===== config.mk =====
export PLATFORM = sky130hd
export DESIGN_NAME = swik_ram
export DESIGN_NICKNAME = d
export VERILOG_FILES = /design/src/rtl/core/assert_macros.svh /design/src/rtl/core/swik_ram.sv
export SDC_FILE = /design/constraint.sdc
export NUM_CORES = 1
export LEC_CHECK = 0
export ABC_CLOCK_PERIOD_IN_PS = 3900
export BUFFER_PORTS_ARGS = -buffer_cell sky130_fd_sc_hd__buf_2
export CAP_MARGIN = 40
export CORE_ASPECT_RATIO = 2
export CORE_MARGIN = 8
export CORE_UTILIZATION = 35
export DETAILED_ROUTE_END_ITERATION = 10
export HOLD_SLACK_MARGIN = 0.03
export SLEW_MARGIN = 0
export SYNTH_ARGS = -nofsm -noshare
export SYNTH_HDL_FRONTEND = slang
export SYNTH_SLANG_ARGS = --single-unit
export TNS_END_PERCENT = 100

===== constraint.sdc =====
create_clock -name clk -period 3.9 [get_ports clk]
set_input_delay 0.78 -clock clk [delete_from_list [all_inputs] [get_ports clk]]
set_output_delay 0.78 -clock clk [all_outputs]
set_load 0.03 [all_outputs]

===== src/rtl/core/assert_macros.svh =====
// ----------------------------------------------------------------------------
// assert_macros.svh
// Concurrent assertion shorthands shared by the swerve kinematics RTL.
// ----------------------------------------------------------------------------
`ifndef ASSERT_MACROS_SVH
`define ASSERT_MACROS_SVH

// same-cycle implication, checked on every rising edge out of reset
`define SWIK_ASSERT_NOW(lbl, clk, rst_n, ante, cons, msg) \
	lbl: assert property (@(posedge clk) disable iff (!rst_n) (ante) |-> (cons)) \
		else $error(msg);

// next-cycle implication
`define SWIK_ASSERT_NEXT(lbl, clk, rst_n, ante, cons, msg) \
	lbl: assert property (@(posedge clk) disable iff (!rst_n) (ante) |=> (cons)) \
		else $error(msg);

`endif


===== src/rtl/core/swik_ram.sv =====
// ----------------------------------------------------------------------------
// swik_ram
// Generic simple dual-port RAM: one write port, one read port, registered read.
// ----------------------------------------------------------------------------
module swik_ram #(
	parameter int WIDTH = 32,
	parameter int DEPTH = 4
) (
	input  logic                     clk,
	input  logic                     we,
	input  logic [$clog2(DEPTH)-1:0] waddr,
	input  logic [WIDTH-1:0]         wdata,
	input  logic                     re,
	input  logic [$clog2(DEPTH)-1:0] raddr,
	output logic [WIDTH-1:0]         rdata
);

	logic [WIDTH-1:0] mem [DEPTH];

	always_ff @(posedge clk) begin
		if (we) begin
			mem[waddr] <= wdata;
		end
		if (re) begin
			rdata <= mem[raddr];
		end
	end

endmodule


=== Word-level counts from Yosys, hierarchy flattened ===
Memory sizes are Yosys's and may differ from the RTL's. A register that Yosys moved wholly into a read port is not among the register bits.
Index checks and enable logic that the tools add are counted.

* $add $sub $neg: 0
* $mul: 0
* Divide/modulo/power cells: 0
* Magnitude comparators: 0
* Equality and inequality tests: 0
* Shifts and indexed selects: 0
* Mux-type cells: 2
* Bitwise gates (word level): 0
* Reductions and logical operators: 0

{| class="wikitable"
|+ Operator list
! cell !! number
|-
| $mux W1 || 2
|}

* Register bits after elaboration: 0
* Latch bits: 0
* RAM bits: 128
* Bits in read-only memories: 0
* Output and inout bits: 32
* Logic and storage cells: 3
* Memories kept: 1

{| class="wikitable"
|+ Memory list
! name !! depth !! width !! read ports !! clocked after Yosys merged registers in !! write ports !! RTL line !! RTL
|-
| mem || 4 || 32 || 1 || 1 || 1 || swik_ram.sv:18 || <nowiki>logic [WIDTH-1:0] mem [DEPTH];</nowiki>
|}

=== Depth between registers and ports, before layout ===
Gate-level depths: netlist of run 1.

* Depth after elaboration: 2
* Gate-level depth with buffers: 3

=== Worst setup path before layout of run 1 ===
Ideal clock, no wire load.

* Path kind: input-to-reg
* From: input waddr[1]
* To: memory mem[0][0], enable pin
* Data arrival time: 3183 ps
* Required time: 3432 ps
* Path slack: 249 ps
* Stages on the path: 1
* Path buffers: 0
* Cell sequence: nor3b_1

{| class="wikitable"
|+ RTL lines
! item !! RTL line !! RTL
|-
| from (decl) || swik_ram.sv:11 || <nowiki>input logic [$clog2(DEPTH)-1:0] waddr,</nowiki>
|-
| to (decl) || swik_ram.sv:18 ||
|}

No word-level cell before the write port.

=== Final worst setup path of run 1 ===
* From: input raddr[0]
* To: register rdata[12], read port of mem, data pin

{| class="wikitable"
|+ RTL lines
! item !! RTL line !! RTL
|-
| from (decl) || swik_ram.sv:14 || <nowiki>input logic [$clog2(DEPTH)-1:0] raddr,</nowiki>
|-
| to (decl) || swik_ram.sv:15 || <nowiki>output logic [WIDTH-1:0] rdata</nowiki>
|}

No word-level cell between the ends.

==> results of run 1 <==
-- how the worst max path moves through the flow --
stage                     end  slack (ns)  cells past startpoint
floorplan           mem[0][0]        0.25                      1
global placement     rdata[9]        1.28                      3
detailed placement  rdata[12]        1.24                      3
CTS                 rdata[12]        1.69                      3
global route        rdata[12]        1.61                      3
finish              rdata[12]        1.74                      3
-- cell families (layout without fill, tap and decap cells) --
logic type	count (synthesis)	in the layout	share of synthesized area [%]
AND/OR/NAND/NOR	4	4	0.5538
flip-flops	160	160	85.03
buffers and inverters	7	107	1.528
multiplexers	32	32	12.89
-- metal layers --
layer	vias to the layer above	share of wire (%)
li1	1056	-
met1	1220	40
met2	104	49
met3	13	9.3
met4	2	1.2
met5	-	0.082
-- stage by stage --
stage | setup WS, ns | cell area, sq um | util, % | hold slack [ns] | instances
after global placement | 1.284 | 6201 | 38.71 | 0.6031 | 473
after global routing | 1.610 | 6915 | 43.17 | 0.5561 | 507
after floorplan | 0.2487 | 5650 | - | 0.5932 | 203
after detailed placement | 1.239 | 6269 | 39.13 | 0.6105 | 476
after CTS | 1.693 | 6915 | 43.17 | 0.5590 | 507
final | 1.744 | 6915 | 43.17 | 0.5797 | 507
-- Yosys cell counts (all sizes together) --
cell      n  area [sq um]
and3      1         6.260
mux4     32         728.2
buf       7         86.33
edfxtp  160          4805
nor3b     1         7.510
and3b     2         17.52
-- sequential cells by signal, summed over array words and instances, names as in the netlist --
name,flops
mem,128
rdata,32
-- where the power goes --
group	total, W	internal (W)	switching, W	leakage [nW]
registers	0.00202	0.00200	0.0000226	1.49
logic	0.000224	0.0000869	0.000137	0.553
clock network	0.00178	0.00119	0.000596	0.311
total	0.00403	0.00327	0.000756	2.35
-- final cells by class --
class | count | area, sq um | share of cell area (%)
well taps | 204 | 255.2 | 3.691
repair buffers | 76 | 440.4 | 6.369
clock inverters | 13 | 217.7 | 3.148
clock buffers | 18 | 429.2 | 6.206
multi-input cells | 36 | 768.2 | 11.11
flip-flops and latches | 160 | 4805 | 69.48
==> results.cfg, run 1 <==
[outcome]
status = complete, no violations

[power]
p_leak_nw = 2.352
powerDensity_mw_per_mm2 = 582.8
finalPower_w = 0.004030
peakVddDrop_v = 0.0003648

[worst_setup_path]
rr_startpoint = mem[1][31]
critPathCaptureType = flop
max_stage_delay_ns = 0.55
critPathSlowestCell = buf_2
crit_family = buffers and inverters
critPathLaunchType = input port
reg2reg_depth = 1
setup.worst_path.start = raddr[0]
cp.arrival_ns = 2.30
path_class = in2reg
cp_num_buf_inv = 2
reg2reg_to = rdata[31]
reg2reg_slack_ns = 2.76
crit_chain = buf_2 > buf_4 > mux4_2
required_ns = 4.04
worstPathMaxFanout = 21

[job]
maxCapViolCount = 0

[clock_tree]
cts_sinks = 160
cts_buffers = 17
cts_tree = yes
clockBufferDepth = 2
cts_setup_buffers = 0
ctsHoldBuffers = 0
ctsRootBufferMaster = clkbuf_16
cts_resized = 0
worstSkewPairLatency_ns = 0.41
h-tree-depth = 4
clkTransAtPathRegs_ns = 0.06

[detailed_routing]
wl_mm = 9.801
dr_total_vias = 2395
drc = 0
drtPass1Iterations = 5
ant_nets = 0
vias_per_cell = 4.724
drt_iter0_drc = 101
wl_per_cell_um = 19.33

[floorplan]
row_count = 66
dieHeight_um = 195.7
core_area_sq_mm = 0.01602
die_x_um = 105.8
initial_utilization_pct = 35.27
ios = 71
die-area_sq_mm = 0.02071

[global_route]
global_route.usage.met1_pct = 11.63
grt.total_usage_pct = 9.914
grt_overflow_total = 0
gr-max-usage-layer = met2
use_met2_pct = 15.45
grt_pass1_vias = 2647
globalRouteMet3Util_pct = 4.305
grt_pass1_wl_mm = 15.02
grt_max_degree = 33
antenna_found_initial = 1

[logic_synthesis]
synthesis.nets = 242
yosys.cell_types.count = 9
yosysWarnings = 0
synth_cells = 203
syn_area_sq_mm = 0.005650
ys_ff_latch = 160
yosysSeqAreaShare_pct = 85.03
synth_area_per_cell_sq_um = 27.83

[finish]
final_common_cell = edfxtp_1
fill_cells = 1394
fin_nets = 330
drive_gt1_share_pct = 45.54
syn_to_final_growth_pct = 22.39
final_cell_mix = edfxtp_1, buf_2, mux4_2, clkbuf_16, bufinv_16
antenna_cells = 0

[timing]
worst_pin_slew_ns = 0.8655
max_freq_ghz = 0.4639
setup_viol = 0
period_share_pct = 55.28
min_period_ns = 2.156
report.final.slew_viol_count = 0
rsz0062_at_grt = false
setup_tns_ns = 0
skew_ns = 0.009595
hold_viol = 0
slew_headroom_pct = 42.30

[worst_hold_path]
hp-start = wdata[28]
holdPathStages = 1
hp-class = in2reg
min_to = mem[1][28]

[placement]
gp_congestion = 0.6756
placement.io_buffers = 70
hpwl_mm = 6.150
Note: power is estimated with default switching activity, not from simulation.
==> inputs of run 2 (changes only) <==
--- a/config.mk
+++ b/config.mk
@@ -5,7 +5,7 @@
 export SDC_FILE = /design/constraint.sdc
 export NUM_CORES = 1
 export LEC_CHECK = 0
-export ABC_CLOCK_PERIOD_IN_PS = 3900
+export ABC_CLOCK_PERIOD_IN_PS = 2000
 export BUFFER_PORTS_ARGS = -buffer_cell sky130_fd_sc_hd__buf_2
 export CAP_MARGIN = 40
 export CORE_ASPECT_RATIO = 2
==> constraint.sdc (replaced) <==
create_clock -name clk -period 2 [get_ports clk]
set_input_delay 0.4 -clock clk [delete_from_list [all_inputs] [get_ports clk]]
set_output_delay 0.4 -clock clk [all_outputs]
set_load 0.03 [all_outputs]
==> results.cfg, run 2 (synthesis gave the netlist of run 1 again) <==
[clock_tree]
ctsHoldBuffers = 0
cts_tree = yes
ctsRootBufferMaster = clkbuf_16
worstSkewPairLatency_ns = 0.40
clockBufferDepth = 2
cts_buffers = 17
cts_setup_buffers = 0
h-tree-depth = 4
cts_sinks = 160
clkTransAtPathRegs_ns = 0.06
cts_resized = 0

[global_route]
grt.total_usage_pct = 10.15
grt_pass1_wl_mm = 15.55
grt_pass1_vias = 2698
grt_max_degree = 33
grt_overflow_total = 0
antenna_found_initial = 1

[detailed_routing]
ant_nets = 0
drc = 0
wl_per_cell_um = 19.68
vias_per_cell = 4.771
drtPass1Iterations = 4
drt_iter0_drc = 85
dr_total_vias = 2443
wl_mm = 10.08

[finish]
fin_nets = 335
largestRegisters = mem: 128 flops, rdata: 32 flops
antenna_cells = 0
multi_input_area_sq_um = 774.5
largest_register_ffs = 128
final_cell_mix = edfxtp_1, buf_2, mux4_2, clkbuf_16, buf_4
stdcell_area_sq_mm = 0.006858
largest_register = mem
seq_area_sq_mm = 0.004805
final_common_cell = edfxtp_1
fill_cells = 1416
drive_gt1_share_pct = 45.78
syn_to_final_growth_pct = 21.37

[timing]
rsz0062_at_grt = false
min_period_ns = 1.417
setup_viol = 0
period_share_pct = 70.83
slew_headroom_pct = 66.97
max_freq_ghz = 0.7059
report.final.slew_viol_count = 0
hold_viol = 0
worst_pin_slew_ns = 0.4955
setup_tns_ns = 0
skew_ns = 0.007203

[floorplan]
row_count = 66
die_x_um = 105.8
die-area_sq_mm = 0.02071
initial_utilization_pct = 35.27
dieHeight_um = 195.7
core_area_sq_mm = 0.01602
ios = 71

[placement]
placement.io_buffers = 70
hpwl_mm = 6.440
dpl_cell_area_sq_mm = 0.006305
gp_congestion = 0.6304

[worst_setup_path]
reg2reg_depth = 1
path_class = reg2out
cp_num_buf_inv = 1
max_stage_delay_ns = 0.41
crit_family = flip-flops
reg2reg_slack_ns = 0.88
reg2reg_to = rdata[31]
crit_chain = buf_2
required_ns = 1.60
rr_startpoint = mem[0][31]
critPathLaunchType = flop
critPathCaptureType = output pin
cp.arrival_ns = 1.02
worstPathMaxFanout = 1
critPathSlowestCell = edfxtp_1

[outcome]
status = complete, no violations

[power]
powerDensity_mw_per_mm2 = 1077
peakVddDrop_v = 0.0006492
p_leak_nw = 2.329

[worst_hold_path]
hp-start = wdata[15]
hp-class = in2reg
min_to = mem[2][15]
holdPathStages = 1

[job]
maxCapViolCount = 0
## run 2: area by class of cell
cell class              instances  area share (%)
well taps                     204           3.722
multi-input cells              36           11.29
clock buffers                  20           6.367
clock inverters                11           1.697
flip-flops and latches        160           70.06
repair buffers                 81           6.860
## run 2: stage by stage
| stage | worst slack (ns) | std cells | utilization, % | total power (W) | hold WS (ns) |
|---|---|---|---|---|---|
| global route | 0.5425 | 512 | 42.81 | 0.007640 | 0.1937 |
| floorplan | 0.3094 | 203 | - | 0.004280 | 0.4989 |
| finish | 0.5835 | 512 | 42.81 | 0.007386 | 0.2096 |
| detailed placement | 0.3132 | 481 | 39.35 | 0.004478 | 0.6121 |
| global placement | 0.3477 | 481 | 39.35 | 0.004452 | 0.5985 |
| CTS | 0.5685 | 512 | 42.81 | 0.007472 | 0.1918 |
## run 2: report_power, final
group | leakage, nW | switching, W | internal (W)
sequential | 1.49 | 0.0000457 | 0.00390
clock | 0.257 | 0.00117 | 0.00182
combinational | 0.582 | 0.000273 | 0.000176
total | 2.33 | 0.00149 | 0.00590
## run 2: how the worst max path moves through the flow
stage | from | cells after the start | endpoint | slack [ns]
after floorplan | waddr[1] | 1 | mem[0][0] | 0.31
after global placement | raddr[0] | 3 | rdata[0] | 0.35
after detailed placement | raddr[0] | 3 | rdata[31] | 0.31
after CTS | rdata[21] | 1 | rdata[21] | 0.57
after global routing | rdata[21] | 1 | rdata[21] | 0.54
final | rdata[25] | 1 | rdata[25] | 0.58
## run 2: layer usage
metal / global-route usage, % / routed length, um / vias up
met5: 0 / 13 / -
met4: 3.885 / 93 / 2
met3: 4.174 / 770 / 10
met2: 16.38 / 5118 / 90
met1: 11.73 / 4081 / 1272
li1: - / - / 1069
