### config.mk
export PLATFORM = sky130hd
export DESIGN_NAME = swik_sqrt
export DESIGN_NICKNAME = d
export VERILOG_FILES = /design/src/rtl/core/assert_macros.svh /design/src/rtl/core/swik_pkg.sv /design/src/rtl/core/swik_sqrt.sv
export SDC_FILE = /design/constraint.sdc
export NUM_CORES = 1
export LEC_CHECK = 0
export ABC_AREA = 1
export BUFFER_PORTS_ARGS = -buffer_cell sky130_fd_sc_hd__buf_2
export CORE_ASPECT_RATIO = 1.1
export CORE_MARGIN = 4
export CORE_UTILIZATION = 50
export DETAILED_ROUTE_END_ITERATION = 8
export PLACE_DENSITY_LB_ADDON = 0.12
export SETUP_SLACK_MARGIN = 0.2
export SLEW_MARGIN = 20
export SYNTH_ARGS = -nofsm -noshare
export SYNTH_HDL_FRONTEND = slang
export SYNTH_SLANG_ARGS = --single-unit
### constraint.sdc
create_clock -name clk -period 13.1 [get_ports clk]
set_input_delay 3.275 -clock clk [delete_from_list [all_inputs] [get_ports clk]]
set_output_delay 3.275 -clock clk [all_outputs]
set_load 0.005 [all_outputs]
### src/rtl/core/assert_macros.svh
// ----------------------------------------------------------------------------
// assert_macros.svh
// Concurrent assertion shorthands shared by the swerve kinematics RTL.
// ----------------------------------------------------------------------------
`ifndef ASSERT_MACROS_SVH
`define ASSERT_MACROS_SVH

// same-cycle implication, checked on every rising edge out of reset
`define SWIK_ASSERT_NOW(lbl, clk, rst_n, ante, cons, msg) \
	lbl: assert property (@(posedge clk) disable iff (!rst_n) (ante) |-> (cons)) \
		else $error(msg);

// next-cycle implication
`define SWIK_ASSERT_NEXT(lbl, clk, rst_n, ante, cons, msg) \
	lbl: assert property (@(posedge clk) disable iff (!rst_n) (ante) |=> (cons)) \
		else $error(msg);

`endif

### src/rtl/core/swik_pkg.sv
// ----------------------------------------------------------------------------
// swik_pkg
// Widths, codes, constants and tables of the swerve inverse kinematics block.
// ----------------------------------------------------------------------------
package swik_pkg;

	// module count and table depth
	localparam int NUM_MODULES = 4;
	localparam int MOD_DEPTH   = 4;
	localparam int MOD_IDX_W   = 2;
	localparam logic [MOD_IDX_W-1:0] LAST_MOD = MOD_IDX_W'(NUM_MODULES - 1);

	// modules that subtract the yaw term
	localparam logic [MOD_IDX_W-1:0] YAW_SUB_MOD_A = 2'd0;
	localparam logic [MOD_IDX_W-1:0] YAW_SUB_MOD_B = 2'd3;

	// field widths
	localparam int VEL_W   = 16;
	localparam int SPEED_W = 24;
	localparam int ANGLE_W = 32;
	localparam int OFFS_W  = 32;
	localparam int SCALE_W = 16;
	localparam int CFG_IDX_W  = 3;
	localparam int CFG_DATA_W = 32;

	// register indexes
	localparam logic [CFG_IDX_W-1:0] REG_MODULE0_OFFSET = 3'd0;
	localparam logic [CFG_IDX_W-1:0] REG_MODULE3_OFFSET = 3'd3;
	localparam logic [CFG_IDX_W-1:0] REG_SPEED_SCALE    = 3'd4;
	localparam logic [SCALE_W-1:0]   SPEED_SCALE_RESET  = 16'd256;

	// vector, cordic and sqrt datapath
	localparam int VEC_W   = 32;
	localparam int CRD_W   = 36;
	localparam int ACC_W   = 26;
	localparam int CORDIC_ITERS = 16;
	localparam int RAD_W   = 64;
	localparam int ROOT_W  = 32;
	localparam int REM_W   = 34;
	localparam int SQRT_STEPS_PER_CYCLE = 2;
	localparam int SQRT_CYCLES = RAD_W / (2 * SQRT_STEPS_PER_CYCLE);

	localparam logic signed [ACC_W-1:0] ACC_HALF_TURN = 26'sd8388608;
	localparam logic signed [ACC_W-1:0] ACC_ROUND     = 26'sd128;

	// turn rule, in 65536 counts per turn
	localparam logic signed [16:0] QUARTER_TURN = 17'sd16384;
	localparam logic signed [16:0] HALF_TURN    = 17'sd32768;

	// speed rounding and saturation
	localparam logic [47:0] SPD_ROUND = 48'd536870912;
	localparam logic signed [SPEED_W:0] SPD_MAX = 25'sd8388607;
	localparam logic signed [SPEED_W:0] SPD_MIN = -25'sd8388608;

	typedef enum logic [3:0] {
		S_IDLE,
		S_READ,
		S_MULX,
		S_MULY,
		S_SQX,
		S_SQY,
		S_SUM,
		S_SQRT,
		S_WAIT,
		S_SCALE,
		S_TURN,
		S_OUT
	} seq_state_t;

	typedef enum logic [1:0] {
		CS_IDLE,
		CS_NORM,
		CS_ITER
	} cordic_state_t;

	// arctangent of 2^-i in 2^-24 turn
	function automatic logic [21:0] atan_lut(input logic [3:0] i);
		logic [21:0] v;
		case (i)
			4'd0:    v = 22'd2097152;
			4'd1:    v = 22'd1238021;
			4'd2:    v = 22'd654136;
			4'd3:    v = 22'd332050;
			4'd4:    v = 22'd166669;
			4'd5:    v = 22'd83416;
			4'd6:    v = 22'd41718;
			4'd7:    v = 22'd20860;
			4'd8:    v = 22'd10430;
			4'd9:    v = 22'd5215;
			4'd10:   v = 22'd2608;
			4'd11:   v = 22'd1304;
			4'd12:   v = 22'd652;
			4'd13:   v = 22'd326;
			4'd14:   v = 22'd163;
			4'd15:   v = 22'd81;
			default: v = '0;
		endcase
		return v;
	endfunction

endpackage

### src/rtl/core/swik_sqrt.sv
// ----------------------------------------------------------------------------
// swik_sqrt
// Digit-by-digit integer square root, two result bits per cycle.
// ----------------------------------------------------------------------------
module swik_sqrt (
	input  logic                          clk,
	input  logic                          arst_n,
	input  logic                          start,
	input  logic [swik_pkg::RAD_W-1:0]    radicand,
	output logic                          busy,
	output logic [swik_pkg::ROOT_W-1:0]   root
);

	logic                        busy_q;
	logic [3:0]                  cnt_q;
	logic [swik_pkg::RAD_W-1:0]  rad_q, rad_n;
	logic [swik_pkg::REM_W-1:0]  rem_q, rem_n;
	logic [swik_pkg::ROOT_W-1:0] root_q, root_n;

	assign busy = busy_q;
	assign root = root_q;

	always_comb begin
		logic [swik_pkg::REM_W+1:0] r2, trial;
		rad_n  = rad_q;
		rem_n  = rem_q;
		root_n = root_q;
		for (int j = 0; j < swik_pkg::SQRT_STEPS_PER_CYCLE; j++) begin
			r2    = {rem_n, rad_n[swik_pkg::RAD_W-1 -: 2]};
			trial = {{(swik_pkg::REM_W - swik_pkg::ROOT_W){1'b0}}, root_n, 2'b01};
			if (r2 >= trial) begin
				rem_n  = swik_pkg::REM_W'(r2 - trial);
				root_n = {root_n[swik_pkg::ROOT_W-2:0], 1'b1};
			end else begin
				rem_n  = r2[swik_pkg::REM_W-1:0];
				root_n = {root_n[swik_pkg::ROOT_W-2:0], 1'b0};
			end
			rad_n = {rad_n[swik_pkg::RAD_W-3:0], 2'b00};
		end
	end

	always_ff @(posedge clk or negedge arst_n) begin
		if (!arst_n) begin
			busy_q <= 1'b0;
			cnt_q  <= '0;
		end else if (start) begin
			busy_q <= 1'b1;
			cnt_q  <= '0;
		end else if (busy_q) begin
			cnt_q <= cnt_q + 4'd1;
			if (cnt_q == 4'(swik_pkg::SQRT_CYCLES - 1)) begin
				busy_q <= 1'b0;
			end
		end
	end

	always_ff @(posedge clk) begin
		if (start) begin
			rad_q  <= radicand;
			rem_q  <= '0;
			root_q <= '0;
		end else if (busy_q) begin
			rad_q  <= rad_n;
			rem_q  <= rem_n;
			root_q <= root_n;
		end
	end

endmodule

## After elaboration in Yosys (flattened, before gate mapping)

Cells that the tools add are included.

- Flip-flop bits (word level): 135
- Input port bits: 67
- Output and inout port bits: 33
- Logic and storage cells: 23

- Add/subtract/negate cells: 3
- Magnitude comparators: 2
- Equality and inequality tests: 1
- Mux-type cells: 11
- Reduce and logical (&&, ||, !) cells: 1

Operators with widths:

| operator | number |
|---|---|
| $mux W64 | 2 |
| $ge A36 B34 Y1 | 2 |
| $mux W34 | 2 |
| $sub A34 B34 Y34 | 2 |
| $mux W4 | 2 |
| $mux W1 | 5 |
| $add A4 B1 Y4 const B | 1 |
| $eq A4 B4 Y1 const B | 1 |
| $reduce_bool A2 Y1 | 1 |

## Longest topological paths before layout

- Depth in word-level cells: 4
- Depth in mapped cells: 36
- Gate-level depth less buffers: 35

## Least setup slack after synthesis

OpenSTA, ideal clock, no wires.

- Path type: input to register
- Start point: in start
- End point: reg rad_q[0] (netlist name) (enable)
- Arrival time: 5373 ps
- Data required time: 12646 ps
- Slack: 7273 ps
- Cell stages on the path: 3
- Cell sequence: nor2_1 clkinv_1 clkbuf_1

- Longest elaborated chain between the ends: 1

Ends and longest elaborated chain:

| element | line | text |
|---|---|---|
| start: declaration | swik_sqrt.sv:8 | `input logic start,` |
| $reduce_bool A2 Y1 (no line) | n/a |  |
| end signal: assignment | swik_sqrt.sv:59 | `rad_q <= radicand;` |
| end signal: assignment | swik_sqrt.sv:63 | `rad_q <= rad_n;` |
| end: declaration | swik_sqrt.sv:16 | `logic [swik_pkg::RAD_W-1:0] rad_q, rad_n;` |

Every way passes these cells.
A chain may end at the register's enable or synchronous reset.

## Worst setup path in the final report

- Start point: reg root_q, in the netlist root[10]
- End point: reg rem_q[10] (netlist name)

- Longest elaborated chain between the ends: 4
- Elaborated cells on any way between the ends: 7
- Classes of those cells: add/sub (2); order compare (2); mux (3)

Ends and longest elaborated chain:

| element | line | text |
|---|---|---|
| start: declaration | swik_sqrt.sv:18 | `logic [swik_pkg::ROOT_W-1:0] root_q, root_n;` |
| start signal: assignment | swik_sqrt.sv:65 | `root_q <= root_n;` |
| $ge A36 B34 Y1 or $sub A34 B34 Y34 (tied branches) | swik_sqrt.sv:31, swik_sqrt.sv:32 |  |
| $mux W34 or $mux W1 (tied branches) | swik_sqrt.sv:31 | `if (r2 >= trial) begin` |
| $sub A34 B34 Y34 or $ge A36 B34 Y1 (tied branches) | swik_sqrt.sv:32, swik_sqrt.sv:31 |  |
| $mux W34 (*) | swik_sqrt.sv:31 |  |
| end signal: assignment | swik_sqrt.sv:64 | `rem_q <= rem_n;` |
| end: declaration | swik_sqrt.sv:17 | `logic [swik_pkg::REM_W-1:0] rem_q, rem_n;` |

Every way passes the cells marked *; elsewhere a longest branch is shown, timed or not.

==> results.txt <==
* Mapped Cells: 1486
- Root cell of the clock tree: clkbuf_16
- On the final layout, the worst hold slack is 0.4781 ns.
- For this block, the routed nets add up to 29170 um of wire.
- The finished layout holds 1802 standard cells, fillers aside.
- Placeable core region: 0.02000 mm^2
- Post-synth top area share: 0.1880
- After routing, the total negative slack on setup checks comes to 0 ns.
* Warnings from Yosys: 0
* Total of hold buffers inserted after clock tree synthesis: 0
- Total clock buffers created by CTS: 17
- Setup repair after global routing left no endpoint under its margin.
- Total via count in the routed design: 9752
- Placed instance area: 0.01065 mm^2
- Main synth FF type: dfxtp_1
- In this run, synthesis inferred 64 flip-flops with an integrated enable.
- The via count of the first global-routing pass is 9309.
- Top-Level Pins: 100
- Average instance area after synthesis: 6.880 um^2
- For this run, the register share of the synthesized area comes to 0.3295.
- Post CTS Setup Buffer Count: 0
- Max Transition Viols Final: 0
- Final hold vios: 0
* Number of inserted filler cells in the final layout: 1969
- For met2 alone, demand over resource in global routing was 0.4107.
* Detailed-route wire length per cell: 16.19 um
* Routed vias/inst: 5.412
- The count of nets left with antenna violations once routing finished came out at 0.
* Launching element type of the critical path: flip-flop
* Arrival time of data at the critical path endpoint: 6.09 ns
- For this run, the total global-route usage over all layers was measured as 0.2597.
- Most area-consuming cells after synthesis: edfxtp_1, nand2_1, dfxtp_1
- After routing the design area is 0.01126 mm^2.
* Number of distinct library cells after synthesis: 49
* Clock transition at path regs: 0.07 ns
- Count of state elements after synthesis: 135
* Required time at the endpoint of the critical path: 13.48 ns
- The clock net in this run drives a total of 135 sinks.
- The first global-routing pass estimated 46670 um of wire.
- Chip width: 144.3 um
- Proportion of register bits with asynchronous set or reset after synthesis: 0.03704
* Sequential standard cell area: 0.003368 mm^2
- The routed design could run at a clock period as short as 5.712 ns.
* Die Y-Extent: 158.0 um
- Most congested layer reported by global routing: met2
- In the final layout, the share of cells above drive strength 1 is 0.1116.
- Number of antenna violations at the first check in global routing: 0
- Met1 Track Usage GR: 0.3502
* Cell count after placement: 1770
* Bufs on Longest Clock Path: 2
- In the final design database the tool counted 1673 nets.
* Final cycle utilization of the critical path: 0.4360
* Post-detailed-route DRC marker count: 0
- Number of buffers inserted by port buffering: 99
- Die area: 0.02280 mm^2
- Relative to the synthesized area, the layout overhead comes to 10.18%.
* CTS tree: yes
- CTS built an H-tree with a depth of 4.
* Antenna cells: 0
- The run finished with clean final reports.
- Starting density of the core: 0.5112
- Headroom to the max-slew limit came out at 0.3749.
- The later pin in the worst-skew pair is clocked with a latency of 0.43 ns.
- Initial drt markers: 677
- Setup violations remaining at the end of the flow were counted as 0.
- CP endpoint kind: flip-flop
- Area taken by multi-input logic gates: 0.005774 mm^2
* Net count after synthesis: 1622
- Max capacitance violation total: 0
- Final estimated routing congestion in global placement: 0.9874
- The mapped netlist covers 0.01022 mm^2.
* Largest stage delay on the critical path: 0.62 ns
* Crit path kind: flip-flop to flip-flop
- Post-Route Skew: 0.01102 ns
- Total congestion overflow after global routing: 0
* Number of placement rows: 54
* Fmax: 175.1 MHz
- Slowest stage cell, crit path: nor2_4
* DR pass1 iterations: 5
* Cell type with the largest total area after synthesis: edfxtp_1
* Met3 Usage GRT: 0.04109
* HPWL reported at the end of detailed placement: 22190 um
- Transition time of the tightest slew-check pin: 0.9377 ns
- Number of gates given a new drive strength after cts: 0
- Counting stages on the worst path, the most repeated cell is nand2_1.
- The tightest min-delay check is of the flip-flop to flip-flop type.
- Entering global routing, the biggest net connects 92 pins.
- Max Fanout on Critical Path: 43
==> final timing paths <==
check | from | to | slack [ns] | cells past startpoint
max in group asynchronous | arst_n | cnt_q[1]$_DFFE_PN0P_ | 10.32 | 1
setup reg to reg | root[10]$_SDFFE_PP0P_ | rem_q[10]$_SDFFE_PP0P_ | 7.39 | 33
min in group asynchronous | arst_n | busy$_DFF_PN0_ | 2.64 | 1
hold reg to reg | cnt_q[3]$_DFFE_PN0P_ | cnt_q[3]$_DFFE_PN0P_ | 0.48 | 1
setup / recovery | root[10]$_SDFFE_PP0P_ | rem_q[10]$_SDFFE_PP0P_ | 7.39 | 33
hold / removal | cnt_q[3]$_DFFE_PN0P_ | cnt_q[3]$_DFFE_PN0P_ | 0.48 | 1
==> cells in the mapped netlist, types with 5 or more instances <==
cell	instances
o21ai_0	78
nand2_2	9
o22ai_1	31
o21bai_1	8
o211ai_1	12
nand2_1	502
nor3_1	15
a21oi_1	92
xnor2_1	21
edfxtp_1	64
nand3_1	54
ha_1	69
clkbuf_1	30
buf_4	33
dfxtp_1	66
a31oi_1	10
o21a_1	10
dfrtp_1	5
o211ai_2	6
xor2_1	25
nand4_1	9
nor2_1	104
nand3b_1	5
inv_1	178
==> cells in the final DEF, fill, tap and decap left out, drive strengths merged, types with 17 or more instances in the layout <==
cell type  synthesis  final
a21oi             94     94
buf               40    102
clkbuf            30     17
dfxtp             66     66
edfxtp            64     64
ha                69     69
inv              180    189
nand2            515    515
nand3             56     56
nor2             111    111
o211ai            18     18
o21ai             80     80
o22ai             31     31
xnor2             21     21
xor2              25     25
==> sequential cells by signal, indices dropped and copies added, names as in the netlist <==
register  cells
busy          1
cnt_q         4
rad_q        64
rem_q        34
root         32
==> per-layer routing <==
layer / share of wire / up-vias / routed length [um]
met5: 0 / - / 0
met4: 0.040 / 0 / 1165
met3: 0.066 / 74 / 1931
met2: 0.44 / 374 / 12970
met1: 0.45 / 4364 / 13100
li1: - / 4940 / -
==> cells by family after synthesis <==
| logic type | share of synthesized area |
|---|---|
| and+or+nand+nor | 0.2886 |
| AOI/OAI and AO/OA | 0.1521 |
| buffers and inverters | 0.1060 |
| DFF | 0.3295 |
| adders and majority gates | 0.08445 |
| xor gates and xnor gates | 0.03941 |
==> layout make-up <==
class,instances,share of cell area
tap,252,0.02799
clock inverter,15,0.01622
inverter,181,0.06042
clock buffer,17,0.03777
timing repair buffer,102,0.04598
sequential,135,0.2990
multi-input combinational,1100,0.5126
==> critical path: cells and delay by family, from the launching register on <==
kind | cells | cell delay, ns
AO/OA/AOI/OAI | 5 | 0.76
adder cells (fa/ha/maj) | 2 | 0.74
buffers and inverters | 5 | 0.71
flip-flops | 1 | 0.33
AND/OR/NAND/NOR | 21 | 3.10
==> through the flow <==
stage	worst slack, ns	utilization
2_1_floorplan	7.273	-
3_3_place_gp	7.384	0.5327
3_5_place_dp	7.399	0.5327
4_1_cts	7.513	0.5631
5_1_grt	6.856	0.5633
6_report	7.388	0.5633
Power is left out: the tool's default activity adds up to more than one toggle a clock period on the data nets, which glitch-free logic cannot reach.
